## config.mk

```make
export PLATFORM = sky130hd
export DESIGN_NAME = fstsr_div
export DESIGN_NICKNAME = d
export VERILOG_FILES = /design/src/design/fstsr_pkg.sv /design/src/design/fstsr_div.sv
export SDC_FILE = /design/constraint.sdc
export NUM_CORES = 1
export LEC_CHECK = 0
export BUFFER_PORTS_ARGS = -buffer_cell sky130_fd_sc_hd__buf_4
export CAP_MARGIN = 25
export CORE_MARGIN = 5
export CORE_UTILIZATION = 40
export CTS_CLUSTER_DIAMETER = 50
export DETAILED_ROUTE_END_ITERATION = 12
export PLACE_DENSITY = 0.65
export SLEW_MARGIN = 20
export SYNTH_ARGS = -nofsm -noshare
export SYNTH_HDL_FRONTEND = slang
export SYNTH_SLANG_ARGS = --single-unit
```

## constraint.sdc

```tcl
create_clock -name clk_i -period 4.82 [get_ports clk_i]
set_clock_uncertainty 0.2 [all_clocks]
set_input_delay 0.964 -clock clk_i [delete_from_list [all_inputs] [get_ports clk_i]]
set_output_delay 0.964 -clock clk_i [all_outputs]
set_load 0.05 [all_outputs]
```

## src/design/fstsr_pkg.sv

```systemverilog
// Shared types, constants and helpers for the flat-shaded triangle span rasterizer.
// No dependencies; every design file imports this package.
`timescale 1ns / 1ps

package fstsr_pkg;

  localparam int SCREEN_WIDTH  = 640;
  localparam int SCREEN_HEIGHT = 640;

  localparam int VW         = 16;          // vertex / normal / light component width
  localparam int COLOR_W    = 24;
  localparam int OUT_W      = 10;          // span row / column field width
  localparam int CW         = 14;          // screen coordinate width, signed
  localparam int XW         = 16;          // span edge x width, signed
  localparam int SLOPE_W    = 32;          // Q16.16 edge slope
  localparam int FRAC_W     = 16;
  localparam int PROJ_SHIFT = 14;
  localparam int DEN_W      = CW - 1;      // |dy| magnitude
  localparam int NUM_W      = DEN_W + FRAC_W;
  localparam int PW         = SLOPE_W + CW + 1;
  localparam int DOT_W      = 2 * VW + 1;

  localparam logic signed [VW-1:0] LIGHT_RESET = 16'sd18265;
  localparam logic signed [CW-1:0] ROW_MAX = CW'(SCREEN_HEIGHT - 1);
  localparam logic signed [XW-1:0] COL_MAX = XW'(SCREEN_WIDTH - 1);

  typedef enum logic [1:0] {
    CFG_LIGHT_X = 2'd0,
    CFG_LIGHT_Y = 2'd1,
    CFG_LIGHT_Z = 2'd2
  } cfg_idx_e;

  typedef enum logic [1:0] {
    PH_IDLE,
    PH_TOP,
    PH_BOT
  } phase_e;

  typedef enum logic [3:0] {
    ST_IDLE,
    ST_PROJ,
    ST_DOT,
    ST_SUM,
    ST_SHADE,
    ST_DIV_START,
    ST_DIV_WAIT,
    ST_SETUP,
    ST_TK_MUL,
    ST_TK_OUT
  } back_state_e;

  typedef struct packed {
    logic                       is_tick;
    logic signed [VW-1:0]       v0_x;
    logic signed [VW-1:0]       v0_y;
    logic signed [VW-1:0]       v1_x;
    logic signed [VW-1:0]       v1_y;
    logic signed [VW-1:0]       v2_x;
    logic signed [VW-1:0]       v2_y;
    logic signed [VW-1:0]       normal_x;
    logic signed [VW-1:0]       normal_y;
    logic signed [VW-1:0]       normal_z;
    logic        [COLOR_W-1:0]  base_color;
  } item_t;

  typedef struct packed {
    logic             start;
    logic [NUM_W-1:0] num;
    logic [DEN_W-1:0] den;
  } div_req_t;

  typedef struct packed {
    logic             done;
    logic [NUM_W-1:0] quo;
  } div_rsp_t;

  // trunc((v + 0.5) * size) with v in Q2.14, rounding toward zero
  function automatic logic signed [CW-1:0] proj(input logic signed [VW-1:0] v,
                                                input int size);
    logic signed [VW:0]      vb;
    logic signed [VW+CW:0]   n;
    logic        [VW+CW:0]   mag;
    logic        [VW+CW:0]   q;
    vb  = $signed({v[VW-1], v}) + $signed((VW+1)'(8192));
    n   = (VW+CW+1)'(vb * (VW+CW+1)'(size));
    mag = n[VW+CW] ? (VW+CW+1)'(-n) : n;
    q   = mag >> PROJ_SHIFT;
    proj = n[VW+CW] ? CW'(-q) : CW'(q);
  endfunction

endpackage

```

## src/design/fstsr_div.sv

```systemverilog
// Restoring divider, one quotient bit per cycle, unsigned operands.
// Depends on fstsr_pkg.
`timescale 1ns / 1ps

module fstsr_div import fstsr_pkg::*; (
  input  logic     clk_i,
  input  logic     rst_ni,
  input  div_req_t req_i,
  output div_rsp_t rsp_o
);

  localparam int CNT_W = $clog2(NUM_W + 1);

  logic [NUM_W-1:0] quo_q, quo_d;
  logic [DEN_W:0]   rem_q, rem_d;
  logic [DEN_W-1:0] den_q, den_d;
  logic [CNT_W-1:0] cnt_q, cnt_d;
  logic             done_q, done_d;
  logic [DEN_W:0]   rem_sh;

  always_comb begin
    quo_d  = quo_q;
    rem_d  = rem_q;
    den_d  = den_q;
    cnt_d  = cnt_q;
    done_d = 1'b0;
    rem_sh = {rem_q[DEN_W-1:0], quo_q[NUM_W-1]};
    if (req_i.start) begin
      quo_d = req_i.num;
      rem_d = '0;
      den_d = req_i.den;
      cnt_d = CNT_W'(NUM_W);
    end else if (cnt_q != '0) begin
      if (rem_sh >= {1'b0, den_q}) begin
        rem_d = rem_sh - {1'b0, den_q};
        quo_d = {quo_q[NUM_W-2:0], 1'b1};
      end else begin
        rem_d = rem_sh;
        quo_d = {quo_q[NUM_W-2:0], 1'b0};
      end
      cnt_d  = cnt_q - CNT_W'(1);
      done_d = (cnt_q == CNT_W'(1));
    end
  end

  always_ff @(posedge clk_i or negedge rst_ni) begin
    if (!rst_ni) begin
      cnt_q  <= '0;
      done_q <= 1'b0;
    end else begin
      cnt_q  <= cnt_d;
      done_q <= done_d;
    end
  end

  always_ff @(posedge clk_i) begin
    quo_q <= quo_d;
    rem_q <= rem_d;
    den_q <= den_d;
  end

  assign rsp_o.done = done_q;
  assign rsp_o.quo  = quo_q;

endmodule

```

==> flow_summary.yaml, run 1 <==
run_status:
  status: "completed"
routing:
  dr.first_iter.drc_count: 143
  vias: 2416
  wirelength_mm: 7.24
  drcViolationCount: 0
  wl_per_cell_um: 15.6
  ant_nets: 0
  avgViaCountPerCell: 5.20
  dr.pass1.iters: 6
clock_tree:
  cts_setup_buffers: 0
  hold_buffers: 0
  cts_buffers: 9
  cts-root-buf: "clkbuf_8"
  clock_sinks: 61
  cts_tree: "done"
  cts.repair.resized: 0
  insertion_delay_ns: 0.34
  clk_pin_slew_ns: 0.08
  cts_buffer_depth: 2
  h-tree-depth: 3
die:
  core-area_sq_um: 8220
  fp.dieW_um: 102
  die_area_sq_um: 10400
  die_height_um: 102
  io_pins: 75
  start_util_pct: 41.1
  row_count: 33
placed_design:
  io_buffers: 74
  placed_cell_area_sq_um: 3990
  place_hpwl_mm: 5.10
  gp_congestion: 0.868
  place_inst: 449
critical_path:
  r2r_cells: 10
  path_delay_family: "compound AO/OA/AOI/OAI gates"
  cp_slowest_cell: "edfxtp_1"
  path_max_fanout: 13
  crit_chain: "inv_1 > ha_1 > inv_1 > fa_1 > a211oi_2 > o21ai_2 > nand2_1 > a21o_1 > nand2_1 > mux2_2"
  crit_type: "flop to flop"
  timing.rr.end: "quo_q[0]"
  crit_buf_inv: 2
  cp.arrival_ns: 2.85
  reg2reg_slack_ns: 1.86
  cp_slowest_stage_delay_ns: 0.42
  r2r_start: "quo_q[28]"
  startpoint_type: "flop"
  cp-end-kind: "flop"
  cp_data_required_time_ns: 4.71
synth:
  synth-seq-area-share_pct: 49.6
  syn_area_sq_um: 3370
  synthFlopType: "edfxtp_1"
  synthCells: 285
  ys_seq_elements: 61
  yosysWarnings: 0
  synthesis.nets: 347
  async_flop_share_pct: 9.84
  syn_avg_cell_area_sq_um: 11.8
  synth_edf_count: 42
  synth.distinct_cells: 56
timing:
  setup_viol: 0
  worstMarginPinSlew_ns: 0.962
  fin_crit_ns: 2.96
  slew_headroom_pct: 35.7
  slew_violations: 0
  hold_viol: 0
  setup_tns_ns: 0
  hold_slack_ns: 0.209
  timing.fmax_mhz: 338
  final.period_utilization_pct: 61.4
  rsz0062_at_grt: "no"
layout:
  syn_to_final_growth_pct: 25.1
  seqCellArea_sq_um: 1670
  n_fill_cell: 723
  final_cell_mix: "76 x buf_4, 42 x edfxtp_1, 29 x mux2_2"
  instances_no_fill: 465
  finish.net_count: 417
  final_common_cell: "buf_4"
  multi_input_area_sq_um: 1540
  finish.instance_area_sq_um: 4220
  diodes: 0
  drive_above_1_share_pct: 40.8
power:
  powerDensity_nw_per_um2: 520
  pwr-share-comb_pct: 42.8
  seq_power_share_pct: 33.3
  switchingPower_uw: 830
  peakVddDrop_mv: 0.284
  p_leak_nw: 1.76
  intPower_mw: 1.36
  p_clk_share_pct: 23.8
  p_sw_share_pct: 37.8
global_route:
  antenna_found_initial: 0
  grt_pass1_wl_mm: 11.9
  grt_max_degree: 65
  grt_pass1_vias: 2450
  grt.total_usage_pct: 14.6
  grt-ovfl-total: 0
worst_hold_path:
  hold_path.class: "primary input to async pin"
run:
  maxCapViolCount: 0
## cells in the mapped netlist (3+ instances only)
library cell,number,area (sq um)
a311oi_2,8,120
clkbuf_1,8,30.0
dfrtp_1,6,150
nand3_1,11,55.1
edfxtp_1,42,1260
nor2_1,17,63.8
nand3b_1,3,22.5
and3_1,3,18.8
o21ai_2,7,61.3
buf_2,5,25.0
xnor2_1,6,52.6
o21ai_0,3,15.0
nand2_1,6,22.5
a31oi_1,3,18.8
nor3_1,8,40.0
dfxtp_1,13,260
mux2_2,29,327
nand2b_1,3,18.8
or3_1,4,25.0
a21oi_1,12,60.1
o31ai_1,4,30.0
a211oi_2,3,37.5
ha_1,16,200
a21o_1,4,30.0
inv_1,20,75.1
## worst max path at each step
stage          slack, ns  startpoint  endpoint  cells after the start
2_1_floorplan       1.92   quo_q[28]  quo_q[0]                     11
3_3_place_gp        1.96   quo_q[28]  quo_q[0]                     10
6_report            1.86   quo_q[28]  quo_q[0]                     10
5_1_grt             1.65   quo_q[28]  quo_q[0]                     10
3_5_place_dp        1.89   quo_q[28]  quo_q[0]                     10
4_1_cts             1.86   quo_q[28]  quo_q[0]                     10
## power groups by stage
| stage | sequential (mW) | clock (mW) | combinational [mW] |
|---|---|---|---|
| 2_1_floorplan | 0.831 | 0 | 0.633 |
| 3_3_place_gp | 0.741 | 0 | 0.923 |
| 3_5_place_dp | 0.741 | 0 | 0.934 |
| 4_1_cts | 0.731 | 0.537 | 0.939 |
| 5_1_grt | 0.745 | 0.562 | 1.03 |
| 6_report | 0.731 | 0.523 | 0.940 |
## cell families after synthesis
family	after synthesis	synth area share [%]
simple gates	67	10.4
fa+ha+maj	17	6.53
flops	61	49.6
buf+inv	37	4.75
compound gates	64	16.4
xor+xnor	8	2.08
mux	31	10.3
## cell type report
type | instances | area share (%)
Clock buffer | 10 | 3.26
Clock inverter | 6 | 2.22
Inverter | 20 | 1.78
Multi-Input combinational cell | 187 | 36.5
Sequential cell | 61 | 39.6
Tap cell | 105 | 3.11
Timing Repair Buffer | 76 | 13.5
## flip-flops by register name, summed over array words and instances, names as in the netlist
signal	cells
quo_q	29
den_q	13
cnt_q	5
done_q	1
rem_q	13
## routing by layer
metal / vias to the layer above / share of wire (%) / global-route usage [%]
met5: - / 0 / 0
met4: 0 / 1.9 / 5.85
met1: 1135 / 45 / 19.6
met2: 58 / 49 / 23.4
met3: 12 / 4.3 / 2.53
li1: 1211 / - / -
## through the flow
stage                     power [mW]  setup WS (ns)  util, %
after CTS                       2.21           1.86     51.4
final                           2.19           1.86     51.4
after detailed placement        1.67           1.89     48.6
after global routing            2.34           1.65     51.4
after global placement          1.66           1.96     48.6
after floorplan                 1.46           1.92        -
Power figures use the tool's default switching activity.
==> run 2: changes to the inputs <==
Settings changed: ABC_AREA from default to 1.
Clock period 4.82 ns to 2.9 ns, I/O delays scaled along.
==> flow_summary.yaml, run 2 <==
synth:
  synth_edf_count: 42
  async_flop_share_pct: 9.84
  syn_avg_cell_area_sq_um: 8.04
  netlist.area_leader.share_pct: 35.7
  synthTopCellsByArea: "edfxtp_1 36%, nand2_1 19%, dfxtp_1 7.4%"
  ys_seq_elements: 61
  syn_area_sq_um: 3530
  yosysTopAreaCell: "edfxtp_1"
  synthCells: 439
  synth.most_common_cell: "nand2_1"
  synth.distinct_cells: 31
  yosys-top-cells-count: "174 x nand2_1, 67 x inv_1, 42 x edfxtp_1, 27 x nand3_1, 17 x nand4_1"
  synthFlopType: "edfxtp_1"
  synth-seq-area-share_pct: 47.4
  yosysWarnings: 0
  synthesis.nets: 501
critical_path:
  cp-end-kind: "flop"
  cpMostUsedCell: "nand2_1"
  cp.arrival_ns: 2.29
  cp_slowest_stage_delay_ns: 0.45
  path_max_fanout: 15
  path_delay_family: "simple AND/OR/NAND/NOR gates"
  r2r_start: "quo_q[28]"
  crit_type: "flop to flop"
  timing.rr.end: "quo_q[0]"
  r2r_cells: 12
  cp_slowest_cell: "fa_1"
  cp_data_required_time_ns: 2.80
  crit_chain: "inv_1 > ha_1 > inv_1 > fa_1 > nand2_1 > nand2_1 > nand3_1 > nand2_1 > nand2_2 > nand3_4 > nand2_1 > nand2_1"
  crit_buf_inv: 2
  startpoint_type: "flop"
  reg2reg_slack_ns: 0.51
die:
  die_height_um: 104
  io_pins: 75
  row_count: 34
  fp.dieW_um: 104
  start_util_pct: 40.7
  core-area_sq_um: 8680
  die_area_sq_um: 10800
global_route:
  grt.total_usage_pct: 15.9
  grt_pass1_wl_mm: 14.2
  grt_pass1_vias: 3050
  use_met1_pct: 20.2
  grt-ovfl-total: 0
  antenna_found_initial: 0
  grt_busiest_layer: "met2"
  grt_max_degree: 44
  use_met2_pct: 25.1
  grtUsageMet3_pct: 5.77
placed_design:
  place_hpwl_mm: 6.23
  io_buffers: 74
  gp_congestion: 0.890
timing:
  rsz0062_at_grt: "no"
  slew_violations: 0
  hold_slack_ns: 0.217
  timing.fmax_mhz: 419
  fin_crit_ns: 2.39
  slew_headroom_pct: 52.0
  setup_tns_ns: 0
  worstMarginPinSlew_ns: 0.718
  hold_viol: 0
  setup_viol: 0
  final.period_utilization_pct: 82.3
routing:
  avgViaCountPerCell: 4.78
  vias: 3009
  ant_nets: 0
  dr.pass1.iters: 4
  dr.first_iter.drc_count: 119
  wl_per_cell_um: 13.2
  wirelength_mm: 8.31
  drcViolationCount: 0
clock_tree:
  cts_tree: "done"
  cts.repair.resized: 0
  cts_buffer_depth: 2
  cts-root-buf: "clkbuf_8"
  cts_buffers: 9
  clock_sinks: 61
  insertion_delay_ns: 0.34
  h-tree-depth: 3
  clk_pin_slew_ns: 0.08
run:
  maxCapViolCount: 0
layout:
  largest_reg_flops: 29
  largest_register: "quo_q"
  top_regs: "quo_q: 29 flops, den_q: 13 flops, rem_q: 13 flops"
  diodes: 0
  final_cell_mix: "174 x nand2_1, 80 x buf_4, 67 x inv_1"
  finish.net_count: 579
  n_fill_cell: 870
  final_common_cell: "nand2_1"
  multi_input_area_sq_um: 1500
  syn_to_final_growth_pct: 24.0
  drive_above_1_share_pct: 23.2
  seqCellArea_sq_um: 1670
power:
  peakVddDrop_mv: 0.318
  finalPower_mw: 3.51
  powerDensity_nw_per_um2: 801
  p_leak_nw: 2.27
worst_hold_path:
  min_to: "den_q[2]"
  min_from: "req_i[2]"
  hold_path.class: "primary input to flop"
  whs_path_depth: 1
run_status:
  status: "completed"
==> run 2: cell count changes after synthesis, moves of 8 or more <==
cell / change
inv_1: +47
mux2_2: -29
a311oi_2: -8
nand2_2: +8
nand3_1: +16
nand2_1: +168
nand4_1: +16
==> run 2: power by group <==
group / leakage (nW) / total, mW / internal, mW / switching [mW]
registers: 0.620 / 1.19 / 1.09 / 0.0994
clock network: 0.0866 / 0.730 / 0.397 / 0.333
logic: 1.56 / 1.59 / 0.571 / 1.02
==> run 2: cell families after synthesis <==
kind of cell    share of synthesized area, %
flops                                   47.4
compound gates                          3.01
fa+ha+maj                               6.24
simple gates                            31.9
xor+xnor                                1.49
buf+inv                                 10.0
==> run 2: per-layer routing <==
metal  share of wire, %  vias up
met3                7.8       10
met4                1.2        0
li1                   -     1546
met2                 45       90
met5                  0        -
met1                 46     1363
==> run 2: per-stage QoR <==
stage / utilization (%) / instance area [sq um] / setup slack, ns / cells
CTS: 50.4 / 4380 / 0.497 / 630
global placement: 48.2 / 4180 / 0.601 / 613
floorplan: - / 3530 / 0.387 / 439
global route: 50.4 / 4380 / 0.285 / 630
finish: 50.4 / 4380 / 0.513 / 630
detailed placement: 48.2 / 4180 / 0.496 / 613
==> run 2: area by class of cell <==
class	count	area share [%]
flip-flops and latches	61	38.2
well taps	108	3.09
clock buffers	12	3.09
clock inverters	4	1.14
multi-input cells	292	34.4
repair buffers	81	14.0
inverters	72	6.17
==> run 2: how the worst max path moves through the flow <==
stage                   start  endpoint  cells past startpoint
floorplan           quo_q[28]  quo_q[0]                     13
global placement    quo_q[28]  quo_q[0]                     12
detailed placement  quo_q[28]  quo_q[0]                     12
CTS                 quo_q[28]  quo_q[0]                     12
global route        quo_q[28]  rem_q[0]                     13
finish              quo_q[28]  quo_q[0]                     12
==> run 2: repair_timing <==
action / in CTS / in global routing
hold buffers: 1 / 0
hold endpoints to repair: 6 / 0
setup buffers: 0 / 0
==> run 3: changes to the inputs <==
Settings changed: ABC_AREA 1 to 0, PLACE_DENSITY 0.65 to 0.67.
Clock period 2.9 ns to 1.94 ns, I/O delays scaled along.
==> flow_summary.yaml, run 3 (same netlist as run 1, synthesis figures left out) <==
timing:
  finalWorstSetupSlack_ns: -0.652
  hold_viol: 0
  final.period_utilization_pct: 134
  hold_slack_ns: 0.0175
  slew_headroom_pct: 74.9
  rsz0062_at_grt: "yes"
  timing.fmax_mhz: 386
  worstMarginPinSlew_ns: 0.372
  slew_violations: 0
  fin_crit_ns: 2.59
  setup_viol: 14
routing:
  wl_per_cell_um: 15.3
  drcViolationCount: 0
  dr.pass1.iters: 4
  ant_nets: 0
  dr.first_iter.drc_count: 111
  wirelength_mm: 8.11
  avgViaCountPerCell: 5.16
  vias: 2742
die:
  die_height_um: 102
  io_pins: 75
  row_count: 33
  fp.dieW_um: 102
  die_area_sq_um: 10400
  core-area_sq_um: 8220
  start_util_pct: 41.1
placed_design:
  place_inst: 510
  io_buffers: 74
  gp_congestion: 0.864
  place_hpwl_mm: 5.81
worst_hold_path:
  whs_path_depth: 1
  hold_path.class: "primary input to flop"
  min_to: "den_q[7]"
  min_from: "req_i[7]"
critical_path:
  cp_data_required_time_ns: 2.00
  crit_chain: "inv_1 > ha_2 > inv_2 > fa_2 > a211oi_4 > o21ai_2 > a2111oi_2 > or4_1 > o211ai_2 > a311oi_2"
  path_max_fanout: 3
  cp-startpoint: "quo_q[28]"
  path_delay_family: "compound AO/OA/AOI/OAI gates"
  r2r_start: "quo_q[28]"
  crit_buf_inv: 2
  cp.arrival_ns: 2.65
  r2r_cells: 10
  cp-end-kind: "flop"
  startpoint_type: "flop"
  reg2reg_slack_ns: -0.65
  cp_slowest_cell: "edfxtp_1"
  crit_type: "flop to flop"
  timing.rr.end: "rem_q[12]"
  cp_slowest_stage_delay_ns: 0.39
clock_tree:
  cts_tree: "done"
  insertion_delay_ns: 0.35
  cts_buffers: 9
  cts-root-buf: "clkbuf_8"
  clock_sinks: 61
  clk_pin_slew_ns: 0.07
  cts_buffer_depth: 2
  h-tree-depth: 3
power:
  seq_power_share_pct: 28.4
  p_leak_nw: 2.14
  intPower_mw: 3.94
  powerDensity_nw_per_um2: 1280
  p_sw_share_pct: 37.4
  finalPower_mw: 6.30
  p_clk_share_pct: 20.3
  pwr-share-comb_pct: 51.3
  switchingPower_mw: 2.36
  peakVddDrop_mv: 0.623
run_status:
  violations: "setup timing"
  status: "complete, but fails checks"
global_route:
  grt_pass1_wl_mm: 13.0
  grt_pass1_vias: 2613
  antenna_found_initial: 0
  grt-ovfl-total: 0
  grt_max_degree: 30
  grt.total_usage_pct: 16.3
layout:
  top_regs: "quo_q: 29 flops, den_q: 13 flops, rem_q: 13 flops"
  diodes: 0
  final_cell_mix: "131 x buf_4, 42 x edfxtp_1, 29 x mux2_2"
  largest_register: "quo_q"
  instances_no_fill: 531
  drive_above_1_share_pct: 54.9
  finish.net_count: 483
  final_common_cell: "buf_4"
  syn_to_final_growth_pct: 45.7
  largest_reg_flops: 29
run:
  maxCapViolCount: 0
[run 3: changes by cell type in the layout (fill, tap and decap cells not counted), sizes merged, moves of 4 or more]
cell,before,now
a211oi,0,4
a21o,0,4
a21oi,7,13
a311oi,0,10
buf,80,141
inv,72,21
mux2,0,29
nand2,182,6
nand3,34,12
nand4,18,1
nor3,1,8
o21ai,8,12
or3,0,4
[run 3: per-stage QoR]
stage	area, sq um	util, %	worst slack [ns]	setup TNS (ns)
final	4920	59.8	-0.652	-8.19
after detailed placement	4510	54.9	-0.633	-7.30
after global placement	4510	54.9	-0.542	-6.36
after floorplan	3390	-	-0.835	-9.02
after CTS	4880	59.4	-0.593	-7.39
after global routing	4920	59.8	-0.779	-9.97
[run 3: worst max-delay path by stage]
| stage | endpoint | depth (start not counted) | slack, ns |
|---|---|---|---|
| floorplan | quo_q[0] | 11 | -0.83 |
| global placement | rem_q[12] | 10 | -0.54 |
| finish | rem_q[12] | 10 | -0.65 |
| detailed placement | rem_q[12] | 10 | -0.63 |
| CTS | rem_q[12] | 10 | -0.59 |
| global route | rem_q[10] | 11 | -0.78 |
[run 3: power by group through the flow]
stage          registers (mW)  logic [mW]  clock network, mW
6_report                 1.79        3.23               1.28
5_1_grt                  1.82        3.49               1.37
4_1_cts                  1.79        3.15               1.31
3_5_place_dp             1.81        2.94                  0
3_3_place_gp             1.81        2.92                  0
2_1_floorplan            2.06        1.59                  0
[run 3: repair_timing]
action	in CTS	in global routing
pin swaps	24	14
resized for setup	26	4
endpoints found under the setup margin	14	14
setup buffers	2	2
endpoints found under the hold margin	6	0
hold buffers	1	0
[run 3: cell type report]
class | instances | area, sq um
timing repair buffer | 142 | 1140
multi-input combinational | 187 | 1670
clock buffer | 9 | 124
inverter | 20 | 75.1
tap | 105 | 131
fill | 638 | 3300
sequential | 61 | 1670
clock inverter | 7 | 98.8
[run 3: worst reg2reg max path: cells and delay by family (launching register included)]
family,cells,cell delay [ns]
buffers and inverters,2,0.13
and+or+nand+nor,1,0.18
adders and majority gates,2,0.55
AOI/OAI and AO/OA,5,1.06
DFF,1,0.39
[run 3: per-layer routing]
metal / up-vias / global-route usage (%) / part of all wire (%)
met5: - / 0 / 0
met2: 68 / 26.9 / 50
li1: 1348 / - / -
met4: 0 / 6.96 / 1.8
met1: 1315 / 21.6 / 44
met3: 11 / 2.32 / 4.1
