## src/design/fstsr_pkg.sv

```systemverilog
// Shared types, constants and helpers for the flat-shaded triangle span rasterizer.
// No dependencies; every design file imports this package.
`timescale 1ns / 1ps

package fstsr_pkg;

  localparam int SCREEN_WIDTH  = 640;
  localparam int SCREEN_HEIGHT = 640;

  localparam int VW         = 16;          // vertex / normal / light component width
  localparam int COLOR_W    = 24;
  localparam int OUT_W      = 10;          // span row / column field width
  localparam int CW         = 14;          // screen coordinate width, signed
  localparam int XW         = 16;          // span edge x width, signed
  localparam int SLOPE_W    = 32;          // Q16.16 edge slope
  localparam int FRAC_W     = 16;
  localparam int PROJ_SHIFT = 14;
  localparam int DEN_W      = CW - 1;      // |dy| magnitude
  localparam int NUM_W      = DEN_W + FRAC_W;
  localparam int PW         = SLOPE_W + CW + 1;
  localparam int DOT_W      = 2 * VW + 1;

  localparam logic signed [VW-1:0] LIGHT_RESET = 16'sd18265;
  localparam logic signed [CW-1:0] ROW_MAX = CW'(SCREEN_HEIGHT - 1);
  localparam logic signed [XW-1:0] COL_MAX = XW'(SCREEN_WIDTH - 1);

  typedef enum logic [1:0] {
    CFG_LIGHT_X = 2'd0,
    CFG_LIGHT_Y = 2'd1,
    CFG_LIGHT_Z = 2'd2
  } cfg_idx_e;

  typedef enum logic [1:0] {
    PH_IDLE,
    PH_TOP,
    PH_BOT
  } phase_e;

  typedef enum logic [3:0] {
    ST_IDLE,
    ST_PROJ,
    ST_DOT,
    ST_SUM,
    ST_SHADE,
    ST_DIV_START,
    ST_DIV_WAIT,
    ST_SETUP,
    ST_TK_MUL,
    ST_TK_OUT
  } back_state_e;

  typedef struct packed {
    logic                       is_tick;
    logic signed [VW-1:0]       v0_x;
    logic signed [VW-1:0]       v0_y;
    logic signed [VW-1:0]       v1_x;
    logic signed [VW-1:0]       v1_y;
    logic signed [VW-1:0]       v2_x;
    logic signed [VW-1:0]       v2_y;
    logic signed [VW-1:0]       normal_x;
    logic signed [VW-1:0]       normal_y;
    logic signed [VW-1:0]       normal_z;
    logic        [COLOR_W-1:0]  base_color;
  } item_t;

  typedef struct packed {
    logic             start;
    logic [NUM_W-1:0] num;
    logic [DEN_W-1:0] den;
  } div_req_t;

  typedef struct packed {
    logic             done;
    logic [NUM_W-1:0] quo;
  } div_rsp_t;

  // trunc((v + 0.5) * size) with v in Q2.14, rounding toward zero
  function automatic logic signed [CW-1:0] proj(input logic signed [VW-1:0] v,
                                                input int size);
    logic signed [VW:0]      vb;
    logic signed [VW+CW:0]   n;
    logic        [VW+CW:0]   mag;
    logic        [VW+CW:0]   q;
    vb  = $signed({v[VW-1], v}) + $signed((VW+1)'(8192));
    n   = (VW+CW+1)'(vb * (VW+CW+1)'(size));
    mag = n[VW+CW] ? (VW+CW+1)'(-n) : n;
    q   = mag >> PROJ_SHIFT;
    proj = n[VW+CW] ? CW'(-q) : CW'(q);
  endfunction

endpackage

```

## src/design/fstsr_front.sv

```systemverilog
// Input side: unpacks stream transfers into items and buffers them in a 2-deep queue.
// Depends on fstsr_pkg.
`timescale 1ns / 1ps

module fstsr_front import fstsr_pkg::*; (
  input  logic         clk_i,
  input  logic         rst_ni,
  input  logic         s_axis_tvalid,
  output logic         s_axis_tready,
  input  logic [167:0] s_axis_tdata,
  input  logic         s_axis_tuser,
  output item_t        item_o,
  output logic         item_valid_o,
  input  logic         item_pop_i
);

  item_t       mem_q [2];
  logic        wr_ptr_q, wr_ptr_d, rd_ptr_q, rd_ptr_d;
  logic [1:0]  cnt_q, cnt_d;
  logic        push;
  item_t       in_item;

  always_comb begin
    in_item.is_tick    = s_axis_tuser;
    in_item.v0_x       = s_axis_tdata[15:0];
    in_item.v0_y       = s_axis_tdata[31:16];
    in_item.v1_x       = s_axis_tdata[47:32];
    in_item.v1_y       = s_axis_tdata[63:48];
    in_item.v2_x       = s_axis_tdata[79:64];
    in_item.v2_y       = s_axis_tdata[95:80];
    in_item.normal_x   = s_axis_tdata[111:96];
    in_item.normal_y   = s_axis_tdata[127:112];
    in_item.normal_z   = s_axis_tdata[143:128];
    in_item.base_color = s_axis_tdata[167:144];
  end

  assign s_axis_tready = (cnt_q != 2'd2);
  assign push          = s_axis_tvalid && s_axis_tready;
  assign item_valid_o  = (cnt_q != 2'd0);
  assign item_o        = mem_q[rd_ptr_q];

  always_comb begin
    wr_ptr_d = push ? ~wr_ptr_q : wr_ptr_q;
    rd_ptr_d = item_pop_i ? ~rd_ptr_q : rd_ptr_q;
    cnt_d    = cnt_q + 2'(push) - 2'(item_pop_i);
  end

  always_ff @(posedge clk_i or negedge rst_ni) begin
    if (!rst_ni) begin
      wr_ptr_q <= 1'b0;
      rd_ptr_q <= 1'b0;
      cnt_q    <= 2'd0;
    end else begin
      wr_ptr_q <= wr_ptr_d;
      rd_ptr_q <= rd_ptr_d;
      cnt_q    <= cnt_d;
    end
  end

  always_ff @(posedge clk_i) begin
    if (push) begin
      mem_q[wr_ptr_q] <= in_item;
    end
  end

endmodule

```

## config.mk

```make
export PLATFORM = sky130hd
export DESIGN_NAME = fstsr_front
export DESIGN_NICKNAME = d
export VERILOG_FILES = /design/src/design/fstsr_pkg.sv /design/src/design/fstsr_front.sv
export SDC_FILE = /design/constraint.sdc
export NUM_CORES = 1
export LEC_CHECK = 0
export ABC_AREA = 1
export BUFFER_PORTS_ARGS = -buffer_cell sky130_fd_sc_hd__buf_2
export CORE_ASPECT_RATIO = 0.5
export CORE_MARGIN = 1
export CORE_UTILIZATION = 41
export CTS_CLUSTER_DIAMETER = 50
export DETAILED_ROUTE_END_ITERATION = 6
export MAX_ROUTING_LAYER = met4
export PLACE_DENSITY_LB_ADDON = 0.25
export SETUP_SLACK_MARGIN = 0.15
export SLEW_MARGIN = 30
export SYNTH_ARGS = -nofsm -noshare
export SYNTH_HDL_FRONTEND = slang
export SYNTH_SLANG_ARGS = --single-unit
```

## constraint.sdc

```tcl
create_clock -name clk_i -period 25.6 [get_ports clk_i]
set_input_delay 5.12 -clock clk_i [delete_from_list [all_inputs] [get_ports clk_i]]
set_output_delay 5.12 -clock clk_i [all_outputs]
set_load 0.01 [all_outputs]
```

==> results of run 1 <==
kinds of logic (layout without fill, tap and decap cells):
logic type      count (synthesis)  in the layout
compound gates                  1              1
xor+xnor                        1              1
simple gates                   15             15
fa+ha+maj                       1              1
flops                         342            342
mux                           169            169
buf+inv                        24            416
other cells                     0              3
Yosys cell counts:
cell / n
nand3_1: 1
nand2_1: 10
buf_6: 12
a21oi_1: 1
mux2_4: 100
inv_1: 5
ha_1: 1
xor2_1: 1
dfrtp_1: 4
nor2_1: 3
buf_2: 7
mux2_2: 69
edfxtp_1: 338
nand3b_1: 1
power by group through the flow:
stage | Clock, mW | Sequential (mW) | Combinational [mW]
final | 0.481 | 0.807 | 0.558
after global routing | 0.518 | 0.820 | 0.598
after floorplan | 0 | 0.832 | 0.393
after CTS | 0.497 | 0.810 | 0.572
after global placement | 0 | 0.815 | 0.567
after detailed placement | 0 | 0.822 | 0.570
critical path: stages, from the launching register on:
cell	delay (ns)
dfrtp_4	0.89
buf_12	0.69
mux2_2	0.42
buf_2	0.14
routing by layer:
layer,global-route usage [%],vias up,share of wire [%]
met2,29.07,130,56
met5,-,-,0
met1,18.04,3229,38
li1,-,2937,-
met4,6.168,0,2.6
met3,3.386,50,3.6
cell usage in the layout, fill, tap and decap left out:
master / synthesis / layout
clkinv_4: 0 / 1
inv_1: 5 / 5
nor2_4: 0 / 2
nand2_1: 10 / 10
nand3b_1: 1 / 1
buf_4: 0 / 4
ha_1: 1 / 1
clkinv_2: 0 / 3
clkbuf_16: 0 / 37
buf_2: 7 / 343
dfrtp_4: 0 / 1
dfrtp_1: 4 / 3
nand3_1: 1 / 1
mux2_2: 69 / 69
clkinvlp_4: 0 / 1
nor2_1: 3 / 1
a21oi_1: 1 / 1
clkinv_1: 0 / 12
diode_2: 0 / 3
buf_12: 0 / 1
bufinv_16: 0 / 2
clkbuf_1: 0 / 5
xor2_1: 1 / 1
mux2_4: 100 / 100
edfxtp_1: 338 / 338
buf_6: 12 / 2
worst max path at each step:
stage	startpoint	to	slack (ns)	cells after the start
finish	rd_ptr_q	item_o[50]	17.65	3
global route	rd_ptr_q	item_o[3]	17.48	3
CTS	rd_ptr_q	item_o[2]	17.57	3
detailed placement	s_axis_tvalid	mem_q[1][114]	18.01	5
global placement	s_axis_tvalid	mem_q[1][45]	18.04	5
floorplan	s_axis_tvalid	mem_q[1][0]	12.64	2
state kept, by name, summed over array words and instances, names as in the netlist:
signal / cells
cnt_q: 2
rd_ptr_q: 1
wr_ptr_q: 1
mem_q: 338
stage by stage:
step	total power [mW]	instance area [sq um]
2_1_floorplan	1.224	12800
3_3_place_gp	1.381	14960
3_5_place_dp	1.392	14960
4_1_cts	1.879	16050
5_1_grt	1.937	16060
6_report	1.847	16060
area by class of cell:
type	count	area [sq um]
Sequential cell	342	10250
Clock buffer	42	944.7
Inverter	5	18.77
Antenna cell	3	7.507
Fill cell	2517	14460
Clock inverter	19	136.4
Timing Repair Buffer	350	1789
Multi-Input combinational cell	187	2381
Tap cell	423	529.3
==> results.tsv, run 1 <==
metric	value	unit
synth_compound_area_share	0.03909	%
p_per_area	115.0	mW/mm^2
initial_core_util	41.96	%
synth_cell_types	14	
totalNegativeSetupSlack	0	ns
max_slew_margin	39.12	%
gp_congestion	0.7729	
power_frac_clock	26.1	%
io_buffer_count	343	
wl	25680	um
syn_nets	727	
synth_seq_cells	342	
p_sw	530.5	uW
grt_pass1_vias	6599	
path_max_fanout	123	
cts-resized-gates	0	
r2r_end	mem_q[1][119]	
synth_top_family_by_area	multiplexers	
syn2layout_area_growth	25.43	%
maxCapViolations	0	
dr.pass1.iters	5	
antenna_found_initial	2	
grt_start_max_net_pins	124	
fmax	125.8	MHz
grt-ovfl-total	0	
switching_share	28.73	%
leakage	6.272	nW
clkLatencyLatePin	0.51	ns
core_area	0.03052	sq mm
holdPathStages	1	
cts.clk_slew.worst_paths	0.06	ns
intPower	1.316	mW
holdWs	0.5158	ns
holdPathEnd	cnt_q[0]	
synthXorXnorAreaFrac	0.06840	%
cts_sinks	342	
post-cts-setup-buffers	0	
synth.top_cell.area_share	79.27	%
tightest_slew	0.9132	ns
grt_pass1_wl	38120	um
synth_area_per_cell	23.16	sq um
route.vias.total	6346	
endpoint_kind	output port	
cts_hold_repair.buffers	0	
dieWidth	251.9	um
status	finished clean	
die_height	127.0	um
period_minus_slack	7.949	ns
cts_buffers	34	
p_comb_share	30.2	%
worstSetupPathType	reg -> out	
r2r.worst_path.cells	5	
dp.cells	1307	
synth_area_leaders	edfxtp_1, mux2_4, mux2_2	
drtIter0Drc	284	
ios	344	
slew_violations	0	
grt_use_total	16.30	%
syn_area	0.01280	sq mm
avgRoutedWirePerCell	18.73	um
synth-seq-area-share	80.05	%
yosys.area_share.simple	0.4788	%
post-route-period-util	31.05	%
cts.htree.levels	2	
rsz0062_at_grt	false	
pre_cts_slack	18.01	ns
setup_violations	0	
drtAntennaViolNets	0	
final_layout_size_suffix_gt1_share	59.89	%
arrival	2.83	ns
cts_root_buf	clkbuf_16	
reg2reg_slack	22.93	ns
rr_startpoint	cnt_q[1]	
synth_top_cell_by_area	edfxtp_1	
worstSetupStartpointType	register	
fin_ws	17.65	ns
dp_hpwl	17010	um
max-vdd-ir-drop	0.07060	mV
hold_path_class	reg -> reg	
viasPerCell	4.629	
cts_tree	yes	
drc	0	
skew	0.01343	ns
stdcell_count	1371	
hold_start	cnt_q[0]	
cts.path.max_buffers	3	
std_cell_rows	45	
synth_cells	553	
synthAdderAreaFrac	0.09771	%
ys_warn_count	0	
finalHoldViolCount	0	
finalCoreUtilization	52.63	%
nets	1094	
die-area	0.03198	sq mm
synth_mux_area_share	17.79	%
required	20.48	ns
power_frac_seq	43.7	%
Note: power is estimated with default switching activity, not from simulation.
==> inputs of run 2 (changes only) <==
--- a/config.mk
+++ b/config.mk
@@ -5,7 +5,7 @@
 export SDC_FILE = /design/constraint.sdc
 export NUM_CORES = 1
 export LEC_CHECK = 0
-export ABC_AREA = 1
+export ABC_AREA = 0
 export BUFFER_PORTS_ARGS = -buffer_cell sky130_fd_sc_hd__buf_2
 export CORE_ASPECT_RATIO = 0.5
 export CORE_MARGIN = 1
==> constraint.sdc (replaced) <==
create_clock -name clk_i -period 6.4 [get_ports clk_i]
set_input_delay 1.28 -clock clk_i [delete_from_list [all_inputs] [get_ports clk_i]]
set_output_delay 1.28 -clock clk_i [all_outputs]
set_load 0.01 [all_outputs]
==> run 2 against run 1 <==
  * Flip-flop and latch count is the same
  * Critical path type unchanged
  * Critical endpoint is now item_o[47]
  * Clock power grew to 4.2 times the previous value
  * Final cell count shrank 0.95%
  * First-iteration DRC count grew 9.2%
==> results.tsv, run 2 <==
metric	value	unit	change
status	finished clean		unchanged
reg.largest.list	mem_q: 338 flops, cnt_q: 2 flops		unchanged
fin_ws	2.697	ns	was 17.65 ns
power.total	7.501	mW	was 1.847 mW
p_per_area	465.6	mW/mm^2	was 115.0 mW/mm^2
nets	1083		was 1,094
grt_start_max_net_pins	101		was 124
reg2reg_slack	3.92	ns	was 22.93 ns
hold_start	cnt_q[0]		unchanged
dr.pass1.iters	4		was 5
finalCoreUtilization	52.80	%	was 52.63%
viasPerCell	4.607		was 4.629
ys_warn_count	0		unchanged
final_common_cell	buf_2		unchanged
endpoint_kind	output port		unchanged
holdPathEnd	cnt_q[0]		unchanged
synthArstFlopShare	1.170	%	unchanged
dp_hpwl	16520	um	was 17,010 um
synth_area_leaders	edfxtp_1, mux2_4, mux2_2		unchanged
regMostFlops	mem_q		unchanged
post-route-period-util	57.86	%	
leakage	6.265	nW	was 6.272 nW
fmax	270.1	MHz	
synth_top_cell_by_area	edfxtp_1		unchanged
ios	344		unchanged
stdcell_area	0.01611	sq mm	was 0.01606 sq mm
finalHoldViolCount	0		unchanged
rr_startpoint	cnt_q[0]		was cnt_q[1]
synth.top_cell.area_share	79.33	%	was 79.27%
cts_hold_repair.buffers	0		unchanged
synth_edf_count	338		unchanged
ys.flop_type	edfxtp_1		unchanged
holdPathStages	1		unchanged
max-vdd-ir-drop	0.3198	mV	was 0.07060 mV
synth-seq-area-share	80.11	%	was 80.05%
drtAntennaViolNets	0		unchanged
synth_seq_cells	342		unchanged
synth_commonest_cells	edfxtp_1, mux2_4, mux2_2, buf_6, buf_2		was edfxtp_1, mux2_4, mux2_2, buf_6, nand2_1
cts_buffers	34		unchanged
dieWidth	251.8	um	was 251.9 um
placed_area	0.01497	sq mm	was 0.01496 sq mm
route.vias.total	6256		was 6,346
wl	24960	um	was 25,680 um
drc	0		unchanged
die_height	126.9	um	was 127.0 um
synth_area_per_cell	23.56	sq um	was 23.16 sq um
gp_congestion	0.7540		was 0.7729
synth_cells	543		was 553
r2r.worst_path.cells	4		was 5
maxCapViolations	0		unchanged
io_buffer_count	343		unchanged
avgRoutedWirePerCell	18.38	um	was 18.73 um
rsz0062_at_grt	false		unchanged
totalNegativeSetupSlack	0	ns	unchanged
cts.clk_slew.worst_paths	0.06	ns	about the same
cts-resized-gates	0		unchanged
skew	0.01517	ns	was 0.01343 ns
cts_tree	yes		unchanged
die-area	0.03196	sq mm	was 0.03198 sq mm
slew_violations	0		unchanged
initial_core_util	41.93	%	was 41.96%
cts.path.max_buffers	3		unchanged
drtIter0Drc	310		was 284
setup_violations	0		unchanged
cts_root_buf	clkbuf_16		unchanged
grt_pass1_wl	36690	um	was 38,120 um
largest_reg_flops	338		unchanged
grt_pass1_vias	6472		was 6,599
std_cell_rows	45		unchanged
hold_path_class	reg -> reg		unchanged
syn_area	0.01279	sq mm	was 0.01280 sq mm
cts.htree.levels	2		unchanged
syn2layout_area_growth	25.92	%	was 25.43%
period_minus_slack	3.703	ns	
post-cts-setup-buffers	0		unchanged
grt-ovfl-total	0		unchanged
cts_sinks	342		unchanged
synth.most_common_cell	edfxtp_1		unchanged
clkLatencyLatePin	0.51	ns	about the same
worstSetupPathType	reg -> out		unchanged
final_cell_mix	buf_2, edfxtp_1, mux2_4		unchanged
max_slew_margin	36.01	%	was 39.12%
tightest_slew	0.9599	ns	was 0.9132 ns
r2r_end	mem_q[0][149]		was mem_q[1][119]
final_layout_size_suffix_gt1_share	61.13	%	was 59.89%
syn_nets	717		was 727
synth_cell_types	17		was 14
grt_use_total	15.77	%	was 16.30%
pre_cts_slack	3.051	ns	was 18.01 ns
path_max_fanout	57		was 123
arrival	2.42	ns	was 2.83 ns
core_area	0.03052	sq mm	unchanged
worstSetupStartpointType	register		unchanged
required	5.12	ns	was 20.48 ns
antenna_found_initial	1		was 2
run 2: changes by cell type after synthesis, sizes merged, moves of 2 or more:
cell / change
nor2: -2
nand2: -9
inv: -5
xnor2: +3
run 2: worst max path at each step:
stage	startpoint	endpoint
after global routing	rd_ptr_q	item_o[49]
after CTS	rd_ptr_q	item_o[49]
final	rd_ptr_q	item_o[47]
after floorplan	s_axis_tvalid	mem_q[0][0]
after detailed placement	s_axis_tvalid	mem_q[0][150]
after global placement	s_axis_tvalid	mem_q[0][150]
run 2: cell families (layout without fill, tap and decap cells):
family | count (synthesis) | count (layout) | synth area share, %
simple gates | 6 | 6 | 0.2641
fa+ha+maj | 1 | 1 | 0.09777
buf+inv | 19 | 410 | 1.330
compound gates | 2 | 2 | 0.1173
other cells | 0 | 1 | 0
xor+xnor | 4 | 4 | 0.2739
flops | 342 | 342 | 80.11
mux | 169 | 169 | 17.81
run 2: area by class of cell:
class	count	area, sq um
Fill cell	2516	14410
Sequential cell	342	10250
Multi-Input combinational cell	182	2387
Timing Repair Buffer	349	1799
Clock buffer	46	959.7
Tap cell	423	529.3
Clock inverter	15	180.2
Antenna cell	1	2.502
run 2: power breakdown:
| group | switching (mW) | internal (mW) |
|---|---|---|
| Sequential | 0.125 | 3.06 |
| Combinational | 1.19 | 1.10 |
| Clock | 0.806 | 1.22 |
| Total | 2.12 | 5.38 |
run 2: layer usage:
metal	wire length, um	up-vias	GRT usage [%]
li1	-	2896	-
met1	9226	3190	16.80
met2	14250	119	29.14
met3	798	51	3.283
met4	687	0	5.455
met5	0	-	-
run 2: stage by stage:
step           hold slack, ns  instances
6_report               0.5537       1358
3_3_place_gp           0.5228       1296
5_1_grt                0.5419       1358
3_5_place_dp           0.5508       1296
4_1_cts                0.5395       1357
2_1_floorplan          0.4788        543
run 2: critical path, cell delays in order, from the launching register on:
cell,delay [ns]
dfrtp_4,0.55
buf_4,0.75
mux2_2,0.43
buf_2,0.14
==> inputs of run 3 (changes only) <==
==> constraint.sdc (replaced) <==
create_clock -name clk_i -period 3.35 [get_ports clk_i]
set_input_delay 0.67 -clock clk_i [delete_from_list [all_inputs] [get_ports clk_i]]
set_output_delay 0.67 -clock clk_i [all_outputs]
set_load 0.01 [all_outputs]
==> run 3 against run 2 <==
  * Count of clock-buffer cells in the layout fell by 4
  * Sequential power is 92% higher
  * First-iteration DRC count down 15%
  * Final cell count up 0.96%
  * Cell area rose by 1.0%
  * Sequential share of layout area decreased by 0.65 points
  * Largest cell class unchanged
  * Highest routed layer unchanged
==> results.tsv, run 3 (same netlist as run 2, synthesis figures left out) <==
metric	value	unit	change
skew	0.01589	ns	was 0.01517 ns
initial_core_util	41.93	%	unchanged
status	finished clean		unchanged
final_cell_mix	buf_2, edfxtp_1, mux2_4		unchanged
final_common_cell	buf_2		unchanged
cts_sinks	342		unchanged
antenna_found_initial	4		was 1
tightest_slew	0.4788	ns	was 0.9599 ns
period_minus_slack	2.851	ns	
ios	344		unchanged
hold_start	s_axis_tdata[156]		was cnt_q[0]
cts.htree.levels	2		unchanged
pre_cts_slack	1.023	ns	was 3.051 ns
cts.path.max_buffers	3		unchanged
worstSetupStartpointType	register		unchanged
post-route-period-util	85.11	%	
power.total	14.45	mW	was 7.501 mW
gr-max-usage-layer	met2		unchanged
path_max_fanout	66		was 57
p_sw	4.211	mW	was 2.120 mW
setup_violations	0		unchanged
rr_startpoint	cnt_q[0]		unchanged
dr.pass1.iters	4		unchanged
drtAntennaViolNets	0		unchanged
intPower	10.24	mW	was 5.381 mW
power_frac_clock	26.2	%	was 27.0%
grt_pass1_vias	6636		was 6,472
leakage	6.328	nW	was 6.265 nW
reg.largest.list	mem_q: 338 flops, cnt_q: 2 flops		unchanged
use_met1	18.81	%	was 16.80%
cts_root_buf	clkbuf_16		unchanged
nets	1092		was 1,083
crit_path_start	rd_ptr_q		unchanged
arrival	2.18	ns	was 2.42 ns
drtIter0Drc	262		was 310
route.vias.total	6405		was 6,256
regMostFlops	mem_q		unchanged
dieWidth	251.8	um	unchanged
dp.cells	1304		was 1,296
grt_start_max_net_pins	67		was 101
p_per_area	888.0	mW/mm^2	was 465.6 mW/mm^2
p_comb_share	31.4	%	was 30.5%
syn2layout_area_growth	27.22	%	was 25.92%
avgRoutedWirePerCell	19.41	um	was 18.38 um
io_buffer_count	343		unchanged
grt_use_total	16.88	%	was 15.77%
core_area	0.03052	sq mm	unchanged
dp_hpwl	18280	um	was 16,520 um
use_met3	3.530	%	was 3.283%
worstSetupPathType	reg -> out		unchanged
max-vdd-ir-drop	0.5104	mV	was 0.3198 mV
max_slew_margin	68.08	%	was 36.01%
fmax	350.7	MHz	
maxCapViolations	0		unchanged
drc	0		unchanged
hold_path_class	in -> reg		was reg -> reg
gp_congestion	0.8039		was 0.7540
fin_ws	0.4987	ns	was 2.697 ns
slew_violations	0		unchanged
power_frac_seq	42.4	%	was 42.5%
use_met2	29.79	%	was 29.14%
rsz0062_at_grt	false		unchanged
largest_reg_flops	338		unchanged
cts_tree	yes		unchanged
required	2.68	ns	was 5.12 ns
finalHoldViolCount	0		unchanged
cts-resized-gates	0		unchanged
wl	26610	um	was 24,960 um
cts_buffers	34		unchanged
viasPerCell	4.672		was 4.607
switching_share	29.14	%	was 28.27%
die-area	0.03196	sq mm	unchanged
grt_pass1_wl	38940	um	was 36,690 um
std_cell_rows	45		unchanged
totalNegativeSetupSlack	0	ns	unchanged
final_layout_size_suffix_gt1_share	61.97	%	was 61.13%
grt-ovfl-total	0		unchanged
die_height	126.9	um	unchanged
clkLatencyLatePin	0.53	ns	was 0.51 ns
cts.clk_slew.worst_paths	0.07	ns	was 0.06 ns
stdcell_count	1371		was 1,358
endpoint_kind	output port		unchanged
-- run 3: cell types whose count changed in the layout (fill, tap and decap cells not counted), moves of 2 or more --
cell / before / now
buf_12: 3 / 11
clkbuf_1: 9 / 6
clkbuf_16: 37 / 34
diode_2: 1 / 4
clkbuf_8: 0 / 2
-- run 3: worst max-delay path, cell delays in order, from the launching register on --
cell and delay (ns):
dfrtp_4 0.65, buf_12 0.40, mux2_2 0.40, buf_2 0.14
-- run 3: stage by stage --
step / instance area (sq um) / hold slack [ns] / util (%)
2_1_floorplan: 12820 / 0.3744 / -
3_3_place_gp: 15150 / 0.4814 / 49.64
3_5_place_dp: 15150 / 0.4863 / 49.64
4_1_cts: 16270 / 0.2954 / 53.30
5_1_grt: 16280 / 0.2982 / 53.34
6_report: 16280 / 0.3271 / 53.34
-- run 3: cell type report --
type	count	area (sq um)
Clock buffer	42	900.9
Clock inverter	20	207.7
Fill cell	2517	14240
Sequential cell	342	10250
Timing Repair Buffer	358	1969
Antenna cell	4	10.01
Multi-Input combinational cell	182	2406
Tap cell	423	529.3
-- run 3: repair_timing --
item / 4_1_cts / 5_1_grt
hold endpoints to repair: 4 / 0
setup buffers: 0 / 0
hold buffers: 1 / 0
endpoints found under the setup margin: 0 / 0
-- run 3: worst paths after layout --
kind / slack (ns) / cells after the start / to
min: 0.33 / 1 / mem_q[0][12]
max reg2reg: 1.49 / 3 / mem_q[1][117]
max in group asynchronous: 2.72 / 2 / rd_ptr_q
min in group asynchronous: 0.49 / 2 / rd_ptr_q
max: 0.50 / 3 / item_o[9]
min reg2reg: 0.55 / 1 / wr_ptr_q
-- run 3: power by group through the flow --
stage          clock network, mW  registers [mW]  logic [mW]
4_1_cts                     3.90            6.14        4.65
2_1_floorplan                  0            6.16        3.03
5_1_grt                     4.06            6.21        4.83
3_3_place_gp                   0            6.18        4.59
6_report                    3.79            6.12        4.54
3_5_place_dp                   0            6.23        4.63
-- run 3: layer usage --
layer  vias up  routed length, um
li1       2926                  -
met2       131              14600
met5         -                  0
met4         0                746
met1      3289              10240
met3        59               1029
